`src/rtl/spq_pkg.sv`:
```
// Shared constants, types and helper functions for the scale pitch quantizer.
// No dependencies; imported by spq_table, spq_core and scale_pitch_quantizer.
package spq_pkg;

    // Fixed-point format and field widths
    localparam int FRAC_BITS   = 16;
    localparam int TABLE_DEPTH = 128;
    localparam int TBL_AW      = $clog2(TABLE_DEPTH);
    localparam int CNT_W       = TBL_AW + 1;

    localparam int PITCH_W = 21;
    localparam int ENTRY_W = 19;
    localparam int DEG_W   = 8;
    localparam int OCT_W   = 8;
    localparam int NC_W    = 8;
    localparam int PER_W   = 18;
    localparam int INV_W   = 24;
    localparam int NOTE_W  = 7;

    localparam int CFG_IDX_W  = 2;
    localparam int CFG_DATA_W = 24;

    // Internal datapath widths
    localparam int ROFF_W = 21;
    localparam int P_W    = PITCH_W + 1;
    localparam int PROD_W = P_W + INV_W + 1;
    localparam int K_W    = PROD_W - 2 * FRAC_BITS;
    localparam int DW     = 36;

    localparam int PITCH_MAX = 2 ** (PITCH_W - 1) - 1;
    localparam int PITCH_MIN = -(2 ** (PITCH_W - 1));
    localparam int OCT_MAX   = 2 ** (OCT_W - 1) - 1;
    localparam int OCT_MIN   = -(2 ** (OCT_W - 1));

    // Root offset: round(|root - 60| * 2^F / 12), with |d| = 3a + b
    localparam int ROOT_REF     = 60;
    localparam int RECIP3_MUL   = 171;
    localparam int RECIP3_SHIFT = 9;
    localparam int ROFF_B1      = ((1 << FRAC_BITS) + 6) / 12;
    localparam int ROFF_B2      = ((2 << FRAC_BITS) + 6) / 12;

    typedef enum logic [CFG_IDX_W-1:0] {
        REG_NOTE_COUNT = 2'd0,
        REG_PERIOD     = 2'd1,
        REG_INV_PERIOD = 2'd2,
        REG_ROOT_NOTE  = 2'd3
    } cfg_reg_e;

    typedef enum logic [3:0] {
        S_IDLE,
        S_SUB,
        S_MULK,
        S_MULR,
        S_R,
        S_ABS,
        S_SCAN,
        S_PER,
        S_RDT,
        S_BUILD,
        S_SAT,
        S_DONE
    } state_e;

    typedef struct packed {
        logic [NC_W-1:0]   note_count;
        logic [PER_W-1:0]  period_log2;
        logic [INV_W-1:0]  inverse_period;
        logic [NOTE_W-1:0] root_note;
    } cfg_t;

    localparam cfg_t CFG_RESET = '{
        note_count:     NC_W'(0),
        period_log2:    PER_W'(65536),
        inverse_period: INV_W'(65536),
        root_note:      NOTE_W'(60)
    };

    typedef struct packed {
        logic                      we;
        logic [TBL_AW-1:0]         waddr;
        logic signed [ENTRY_W-1:0] wdata;
        logic                      re;
        logic [TBL_AW-1:0]         raddr;
    } tbl_req_t;

    typedef struct packed {
        logic signed [PITCH_W-1:0] pitch;
        logic [DEG_W-1:0]          degree;
        logic signed [OCT_W-1:0]   octave;
    } res_t;

    function automatic logic [DW-1:0] abs_dw(input logic signed [DW-1:0] x);
        return x[DW-1] ? DW'(-x) : DW'(x);
    endfunction

    function automatic logic signed [ROFF_W-1:0] root_offset(input logic [NOTE_W-1:0] root);
        logic signed [NOTE_W:0]     d;
        logic [NOTE_W-1:0]          ad;
        logic [NOTE_W+8-1:0]        prod;
        logic [NOTE_W-1:0]          a;
        logic [NOTE_W-1:0]          b;
        logic signed [ROFF_W-1:0]   q;
        d    = $signed({1'b0, root}) - (NOTE_W + 1)'(ROOT_REF);
        ad   = d[NOTE_W] ? NOTE_W'(-d) : NOTE_W'(d);
        prod = (NOTE_W + 8)'(ad) * (NOTE_W + 8)'(RECIP3_MUL);
        a    = NOTE_W'(prod >> RECIP3_SHIFT);
        b    = ad - a - a - a;
        q    = $signed(ROFF_W'(a) << (FRAC_BITS - 2));
        if (b == NOTE_W'(1))
            q = q + ROFF_W'(ROFF_B1);
        else if (b == NOTE_W'(2))
            q = q + ROFF_W'(ROFF_B2);
        return d[NOTE_W] ? -q : q;
    endfunction

endpackage

```
`src/rtl/spq_core.sv`:
```
// Quantizer sequencer: period reduction, table scan, rebuild and saturation.
// Depends on spq_pkg; drives the spq_table ports and hands results to the top.
module spq_core (
    input  logic                               clk,
    input  logic                               rst_n,
    input  spq_pkg::cfg_t                      cfg,
    input  logic                               in_valid,
    output logic                               in_ready,
    input  logic                               mode,
    input  logic signed [spq_pkg::PITCH_W-1:0] pitch_in,
    input  logic [spq_pkg::TBL_AW-1:0]         entry_index,
    input  logic signed [spq_pkg::ENTRY_W-1:0] entry_value,
    output spq_pkg::tbl_req_t                  tbl_req,
    input  logic signed [spq_pkg::ENTRY_W-1:0] tbl_rdata,
    output logic                               res_valid,
    input  logic                               res_take,
    output spq_pkg::res_t                      res
);
    import spq_pkg::*;

    state_e state_reg, state_next;

    logic [CNT_W-1:0] cnt_reg, cnt_next;
    logic             v1_reg, v1_next;
    logic             v2_reg, v2_next;
    logic [CNT_W-1:0] idx1_reg, idx1_next;
    logic [CNT_W-1:0] idx2_reg, idx2_next;

    logic signed [P_W-1:0]    pin_reg, pin_next;
    logic signed [ROFF_W-1:0] roff_reg, roff_next;
    logic signed [P_W-1:0]    p_reg, p_next;
    logic signed [PROD_W-1:0] prod_reg, prod_next;
    logic signed [K_W-1:0]    k_reg, k_next;
    logic signed [DW-1:0]     kp_reg, kp_next;
    logic signed [DW-1:0]     r_reg, r_next;
    logic signed [DW-1:0]     rp_reg, rp_next;
    logic signed [DW-1:0]     diff_reg, diff_next;
    logic signed [DW-1:0]     base_reg, base_next;
    logic [DW-1:0]            best_reg, best_next;
    logic [CNT_W-1:0]         deg_reg, deg_next;
    logic                     up_reg, up_next;
    res_t                     res_reg, res_next;

    logic                     accept;
    logic [CNT_W-1:0]         n_eff;
    logic [PER_W-1:0]         per_eff;
    logic signed [DW-1:0]     per_dw;
    logic                     issue;
    logic                     scan_done;
    logic [DW-1:0]            dist_abs;
    logic signed [K_W:0]      oct_sum;

    assign accept    = in_valid && in_ready;
    assign n_eff     = (cfg.note_count > NC_W'(TABLE_DEPTH)) ? CNT_W'(TABLE_DEPTH)
                                                             : CNT_W'(cfg.note_count);
    // zero period counts as one octave
    assign per_eff   = (cfg.period_log2 == '0) ? PER_W'(1 << FRAC_BITS) : cfg.period_log2;
    assign per_dw    = DW'($signed({1'b0, per_eff}));
    assign issue     = cnt_reg < n_eff;
    assign scan_done = !issue && !v1_reg && !v2_reg;
    assign dist_abs  = abs_dw(diff_reg);
    assign oct_sum   = $signed((K_W + 1)'(k_reg)) + $signed({{K_W{1'b0}}, up_reg});

    // next state
    always_comb
    begin
        state_next = state_reg;
        case (state_reg)
            S_IDLE:
            begin
                if (accept && !mode)
                    state_next = (cfg.note_count == '0) ? S_DONE : S_SUB;
            end
            S_SUB:   state_next = S_MULK;
            S_MULK:  state_next = S_MULR;
            S_MULR:  state_next = S_R;
            S_R:     state_next = S_ABS;
            S_ABS:   state_next = S_SCAN;
            S_SCAN:
            begin
                if (scan_done)
                    state_next = S_PER;
            end
            S_PER:   state_next = S_RDT;
            S_RDT:   state_next = S_BUILD;
            S_BUILD: state_next = S_SAT;
            S_SAT:   state_next = S_DONE;
            S_DONE:
            begin
                if (res_take)
                    state_next = S_IDLE;
            end
            default: state_next = S_IDLE;
        endcase
    end

    // state outputs
    always_comb
    begin
        in_ready  = 1'b0;
        res_valid = 1'b0;
        tbl_req   = '0;
        case (state_reg)
            S_IDLE:
            begin
                in_ready      = 1'b1;
                tbl_req.we    = accept && mode
                                && ({1'b0, entry_index} < CNT_W'(TABLE_DEPTH));
                tbl_req.waddr = entry_index;
                tbl_req.wdata = entry_value;
            end
            S_SCAN:
            begin
                tbl_req.re    = issue;
                tbl_req.raddr = cnt_reg[TBL_AW-1:0];
            end
            S_RDT:
            begin
                tbl_req.re    = deg_reg != '0;
                tbl_req.raddr = TBL_AW'(deg_reg - CNT_W'(1));
            end
            S_DONE:
            begin
                res_valid = 1'b1;
            end
            default:
            begin
                in_ready = 1'b0;
            end
        endcase
    end

    // datapath
    always_comb
    begin
        cnt_next  = cnt_reg;
        v1_next   = 1'b0;
        v2_next   = 1'b0;
        idx1_next = idx1_reg;
        idx2_next = idx2_reg;
        pin_next  = pin_reg;
        roff_next = roff_reg;
        p_next    = p_reg;
        prod_next = prod_reg;
        k_next    = k_reg;
        kp_next   = kp_reg;
        r_next    = r_reg;
        rp_next   = rp_reg;
        diff_next = diff_reg;
        base_next = base_reg;
        best_next = best_reg;
        deg_next  = deg_reg;
        up_next   = up_reg;
        res_next  = res_reg;
        case (state_reg)
            S_IDLE:
            begin
                if (accept && !mode)
                begin
                    pin_next         = P_W'(pitch_in);
                    roff_next        = root_offset(cfg.root_note);
                    res_next.pitch   = pitch_in;
                    res_next.degree  = '0;
                    res_next.octave  = '0;
                end
            end
            S_SUB:
            begin
                p_next = pin_reg - P_W'(roff_reg);
            end
            S_MULK:
            begin
                prod_next = p_reg * $signed({1'b0, cfg.inverse_period});
            end
            S_MULR:
            begin
                // floor(p * inv / 2^2F) is the upper slice of the product
                k_next  = $signed(prod_reg[PROD_W-1:2*FRAC_BITS]);
                kp_next = $signed(prod_reg[PROD_W-1:2*FRAC_BITS]) * $signed({1'b0, per_eff});
            end
            S_R:
            begin
                r_next = DW'(p_reg) - kp_reg;
            end
            S_ABS:
            begin
                best_next = abs_dw(r_reg);
                rp_next   = r_reg - per_dw;
                cnt_next  = '0;
                deg_next  = '0;
                up_next   = 1'b0;
            end
            S_SCAN:
            begin
                // read -> subtract -> compare, one entry per cycle
                if (issue)
                    cnt_next = cnt_reg + CNT_W'(1);
                v1_next   = issue;
                idx1_next = cnt_reg;
                v2_next   = v1_reg;
                idx2_next = idx1_reg;
                if (v1_reg)
                    diff_next = r_reg - DW'(tbl_rdata);
                if (v2_reg && (dist_abs < best_reg))
                begin
                    best_next = dist_abs;
                    deg_next  = idx2_reg + CNT_W'(1);
                end
            end
            S_PER:
            begin
                // next period's root beats every degree: step up one period
                if (abs_dw(rp_reg) < best_reg)
                begin
                    deg_next = '0;
                    up_next  = 1'b1;
                end
                base_next = kp_reg + DW'(roff_reg);
            end
            S_RDT:
            begin
                if (up_reg)
                    base_next = base_reg + per_dw;
            end
            S_BUILD:
            begin
                if (deg_reg != '0)
                    base_next = base_reg + DW'(tbl_rdata);
            end
            S_SAT:
            begin
                if (base_reg > DW'(PITCH_MAX))
                    res_next.pitch = PITCH_W'(PITCH_MAX);
                else if (base_reg < DW'(PITCH_MIN))
                    res_next.pitch = PITCH_W'(PITCH_MIN);
                else
                    res_next.pitch = base_reg[PITCH_W-1:0];
                res_next.degree = DEG_W'(deg_reg);
                if (oct_sum > (K_W + 1)'(OCT_MAX))
                    res_next.octave = OCT_W'(OCT_MAX);
                else if (oct_sum < (K_W + 1)'(OCT_MIN))
                    res_next.octave = OCT_W'(OCT_MIN);
                else
                    res_next.octave = oct_sum[OCT_W-1:0];
            end
            default:
            begin
                res_next = res_reg;
            end
        endcase
    end

    always_ff @(posedge clk or negedge rst_n)
    begin
        if (!rst_n)
        begin
            state_reg <= S_IDLE;
            cnt_reg   <= '0;
            v1_reg    <= 1'b0;
            v2_reg    <= 1'b0;
        end
        else
        begin
            state_reg <= state_next;
            cnt_reg   <= cnt_next;
            v1_reg    <= v1_next;
            v2_reg    <= v2_next;
        end
    end

    always_ff @(posedge clk)
    begin
        idx1_reg <= idx1_next;
        idx2_reg <= idx2_next;
        pin_reg  <= pin_next;
        roff_reg <= roff_next;
        p_reg    <= p_next;
        prod_reg <= prod_next;
        k_reg    <= k_next;
        kp_reg   <= kp_next;
        r_reg    <= r_next;
        rp_reg   <= rp_next;
        diff_reg <= diff_next;
        base_reg <= base_next;
        best_reg <= best_next;
        deg_reg  <= deg_next;
        up_reg   <= up_next;
        res_reg  <= res_next;
    end

    assign res = res_reg;

    // table is written only between transactions, never during a read
    a_no_rw_overlap: assert property (@(posedge clk) disable iff (!rst_n)
        !(tbl_req.we && tbl_req.re))
        else $error("table read and write in the same cycle");

    a_res_hold: assert property (@(posedge clk) disable iff (!rst_n)
        res_valid && !res_take |=> res_valid && $stable(res))
        else $error("pending result changed before hand-off");

    a_degree_range: assert property (@(posedge clk) disable iff (!rst_n)
        res_valid |-> res.degree <= DEG_W'(n_eff))
        else $error("chosen degree beyond note count");

    a_scan_bound: assert property (@(posedge clk) disable iff (!rst_n)
        state_reg == S_SCAN |-> cnt_reg <= n_eff)
        else $error("scan counter ran past note count");

    a_scan_drained: assert property (@(posedge clk) disable iff (!rst_n)
        state_reg == S_SCAN && state_next == S_PER |=> !v1_reg && !v2_reg)
        else $error("scan left with compares in flight");

endmodule

```
`config.mk`:
```
export PLATFORM = sky130hd
export DESIGN_NAME = spq_core
export DESIGN_NICKNAME = d
export VERILOG_FILES = /design/src/rtl/spq_pkg.sv /design/src/rtl/spq_core.sv
export SDC_FILE = /design/constraint.sdc
export NUM_CORES = 2
export LEC_CHECK = 0
export BUFFER_PORTS_ARGS = -buffer_cell sky130_fd_sc_hd__clkbuf_2
export CORE_MARGIN = 10
export CORE_UTILIZATION = 55
export CTS_CLUSTER_DIAMETER = 150
export DETAILED_ROUTE_END_ITERATION = 8
export PLACE_DENSITY = 0.69
export SETUP_SLACK_MARGIN = 0.1
export SKIP_LAST_GASP = 1
export SLEW_MARGIN = 20
export SYNTH_ARGS = -nofsm -noshare
export SYNTH_HDL_FRONTEND = slang
export SYNTH_SLANG_ARGS = --single-unit
export TNS_END_PERCENT = 5
```
`constraint.sdc`:
```
create_clock -name clk -period 16.4 [get_ports clk]
set_clock_uncertainty 0.2 [all_clocks]
set_input_delay 3.28 -clock clk [delete_from_list [all_inputs] [get_ports clk]]
set_output_delay 3.28 -clock clk [all_outputs]
set_load 0.02 [all_outputs]
```
==> metrics.md <==
| Metric | Value |
|---|---|
| Fin. max-slew vios | 0 |
| Worst slack, placed | 4.04 ns |
| Synth Area in Adders | 39.6% |
| Sequential fraction of the synthesis area | 21.0% |
| Critical-path top delay cell | o21ai_0 |
| Simple-gate area share of the yosys netlist | 15.2% |
| Hold Buf Count CTS | 0 |
| CTS resizes | 0 |
| Post-Syn Nets | 7,103 |
| Setup bufs post-CTS | 0 |
| Achievable Freq | 86.8 MHz |
| Chip Width | 331 um |
| Crit Path Max Fanout | 8 |
| Outcome | completed |
| Most used flip-flop cell after synthesis | edfxtp_1 |
| Global-route wire length before repair | 228,000 um |
| Buffers added on ports | 201 |
| Hold Crit Class | flip-flop to flip-flop |
| Final worst-path cycle share | 70.3% |
| Layout area overhead | 6.92% |
| CTS buffer count | 43 |
| Yosys warnings | 0 |
| DRC Markers | 0 |
| Die area | 109,000 um^2 |
| Placed Cells | 7,010 |
| Total Routed Length | 145,000 um |
| Clock Latency Late Sink | 0.59 ns |
| Root Buffer | clkbuf_16 |
| DP HPWL | 114,000 um |
| Main combinational cell family by area after synthesis | adder cells |
| Placement Cell Area | 55,300 um^2 |
| Row count | 113 |
| Xor/xnor share of the synthesized area | 5.83% |
| CP required | 16.50 ns |
| Vias per inst | 5.75 |
| Fin cells | 7,088 |
| H-tree depth | 2 |
| Final GP Congestion | 0.906 |
| Die Ht | 331 um |
| Share of cells above drive strength 1 | 6.32% |
| Critical Path Source Type | primary input |
| Largest net degree at the start of global routing | 69 |
| Mapped cell area | 53,000 um^2 |
| Core ar. | 95,300 um^2 |
| Yosys cell types | 75 |
| Slew HR | 17.9% |
| Post-Syn Area per Cell | 9.31 um^2 |
| Max reg flops | 37 |
| Post-Syn Instances | 5,694 |
| Delay of the slowest critical-path stage | 0.56 ns |
| Initial Utilization | 55.6% |
| Unrepaired setup endpoints after global routing | false |
| Final-report setup violation count | 0 |
| Max cap viols | 0 |
| Final hold vios | 0 |
| Worst Setup Slack, final | 4.88 ns |
| First drt pass iteration count | 6 |
| Register bit count reported by yosys | 373 |
| Worst EP arrival | 11.62 ns |
| DRT antenna net count | 0 |
| Layout Cell Area excl Fill | 56,700 um^2 |
| Most common cell after layout, fill and taps aside | inv_1 |
| Vias in the first global route | 41,100 |
| Initial antenna violation count | 1 |
| Crit path kind | primary input to flip-flop |
| Register clock-pin slew on the reported worst setup and hold paths | 0.06 ns |
| Fraction of synthesized area in multiplexers | 0.179% |
| Drt initial violations | 3,691 |
| CTS tree | yes |
| Via count | 40,800 |
| EDFF count, synth | 359 |
| Post-DR wirelength/cell | 20.5 um |
| I/O pin total | 202 |
| Complex-gate fraction of the synthesized area | 10.5% |
| Total GRT Usage | 26.6% |
| Sink Count | 373 |
| Commonest cells after routing, fill and taps aside | inv_1, nand2_1, fa_1 |
| Post-synth ARST share | 3.75% |
| ANT cells | 0 |
| Gr ovfl total | 0 |
| Min Tclk post-route | 11.52 ns |
| Worst Tran Pin Value | 1.23 ns |
| CP endpoint kind | flip-flop |
| Nets | 7,199 |
| Clock Path Buffers | 3 |
| TNS Setup | 0 ns |
layer usage:
| layer | global-route usage, % | up-vias | wire length [um] |
|---|---|---|---|
| met3 | 4.59 | 215 | 13200 |
| li1 | - | 18900 | - |
| met2 | 42.7 | 1601 | 65800 |
| met5 | 0 | - | 0 |
| met4 | 7.40 | 0 | 4120 |
| met1 | 37.0 | 20000 | 62100 |
worst paths after layout:
| check | startpoint | end | slack, ns | depth (start not counted) |
|---|---|---|---|---|
| max | cfg[2] | roff_reg[17] | 4.88 | 31 |
| min | idx1_reg[0] | idx2_reg[0] | 0.22 | 0 |
| max reg2reg | p_reg[2] | prod_reg[46] | 7.57 | 23 |
| min reg2reg | idx1_reg[0] | idx2_reg[0] | 0.22 | 0 |
| max in group asynchronous | rst_n | cnt_reg[3] | 13.26 | 1 |
| min in group asynchronous | rst_n | v2_reg | 2.43 | 1 |
cell usage after synthesis, types with 15 or more instances:
cell type    n  area [um^2]
nand4_1     36          225
o31ai_1     38          285
o21a_1      37          278
clkbuf_1   194          728
ha_1       619         7740
edfxtp_1   359        10800
and2_1     259         1620
nor2_1     225          845
a21o_1     120          901
or4_1       25          188
nor3_1      52          260
nand2b_1    67          419
fa_1       662        13300
o21ai_0    261         1310
and3_1      33          206
nor4_1      25          156
xor2_1     107          937
a211oi_1    29          218
o21bai_1    32          240
nor2b_1     41          257
or3_1       31          194
or2_2       15         93.8
a31oi_1     21          131
nand3_1     53          265
inv_1      891         3340
nand2_1    810         3040
xnor2_1    241         2110
a21oi_1    223         1120
critical path, delay by kind of cell:
| kind | cells | cell delay [ns] |
|---|---|---|
| AOI/OAI and AO/OA | 13 | 2.86 |
| adders and majority gates | 8 | 3.33 |
| xor gates and xnor gates | 4 | 1.21 |
| and+or+nand+nor | 3 | 0.64 |
| buffers and inverters | 3 | 0.30 |
cells by family after synthesis:
logic type | Yosys count
compound gates | 890
xor+xnor | 350
fa+ha+maj | 1281
flops | 373
mux | 9
simple gates | 1702
buf+inv | 1089
through the flow:
| step | hold WS (ns) | utilization, % |
|---|---|---|
| after floorplan | 0.200 | - |
| after global placement | 0.201 | 58.0 |
| after detailed placement | 0.205 | 58.1 |
| after CTS | 0.219 | 59.5 |
| after global routing | 0.223 | 59.5 |
| final | 0.219 | 59.5 |
cell type report:
type                            count  area (um^2)
Clock inverter                     24          244
Sequential cell                   373        11100
Multi-Input combinational cell   4232        37900
Inverter                          892         3350
Clock buffer                       54         1130
Tap cell                         1265         1580
Timing Repair Buffer              248         1360
Fill cell                        8292        38600
Power is left out: the tool's default activity adds up to more than one toggle a clock period on the data nets, which glitch-free logic cannot reach.
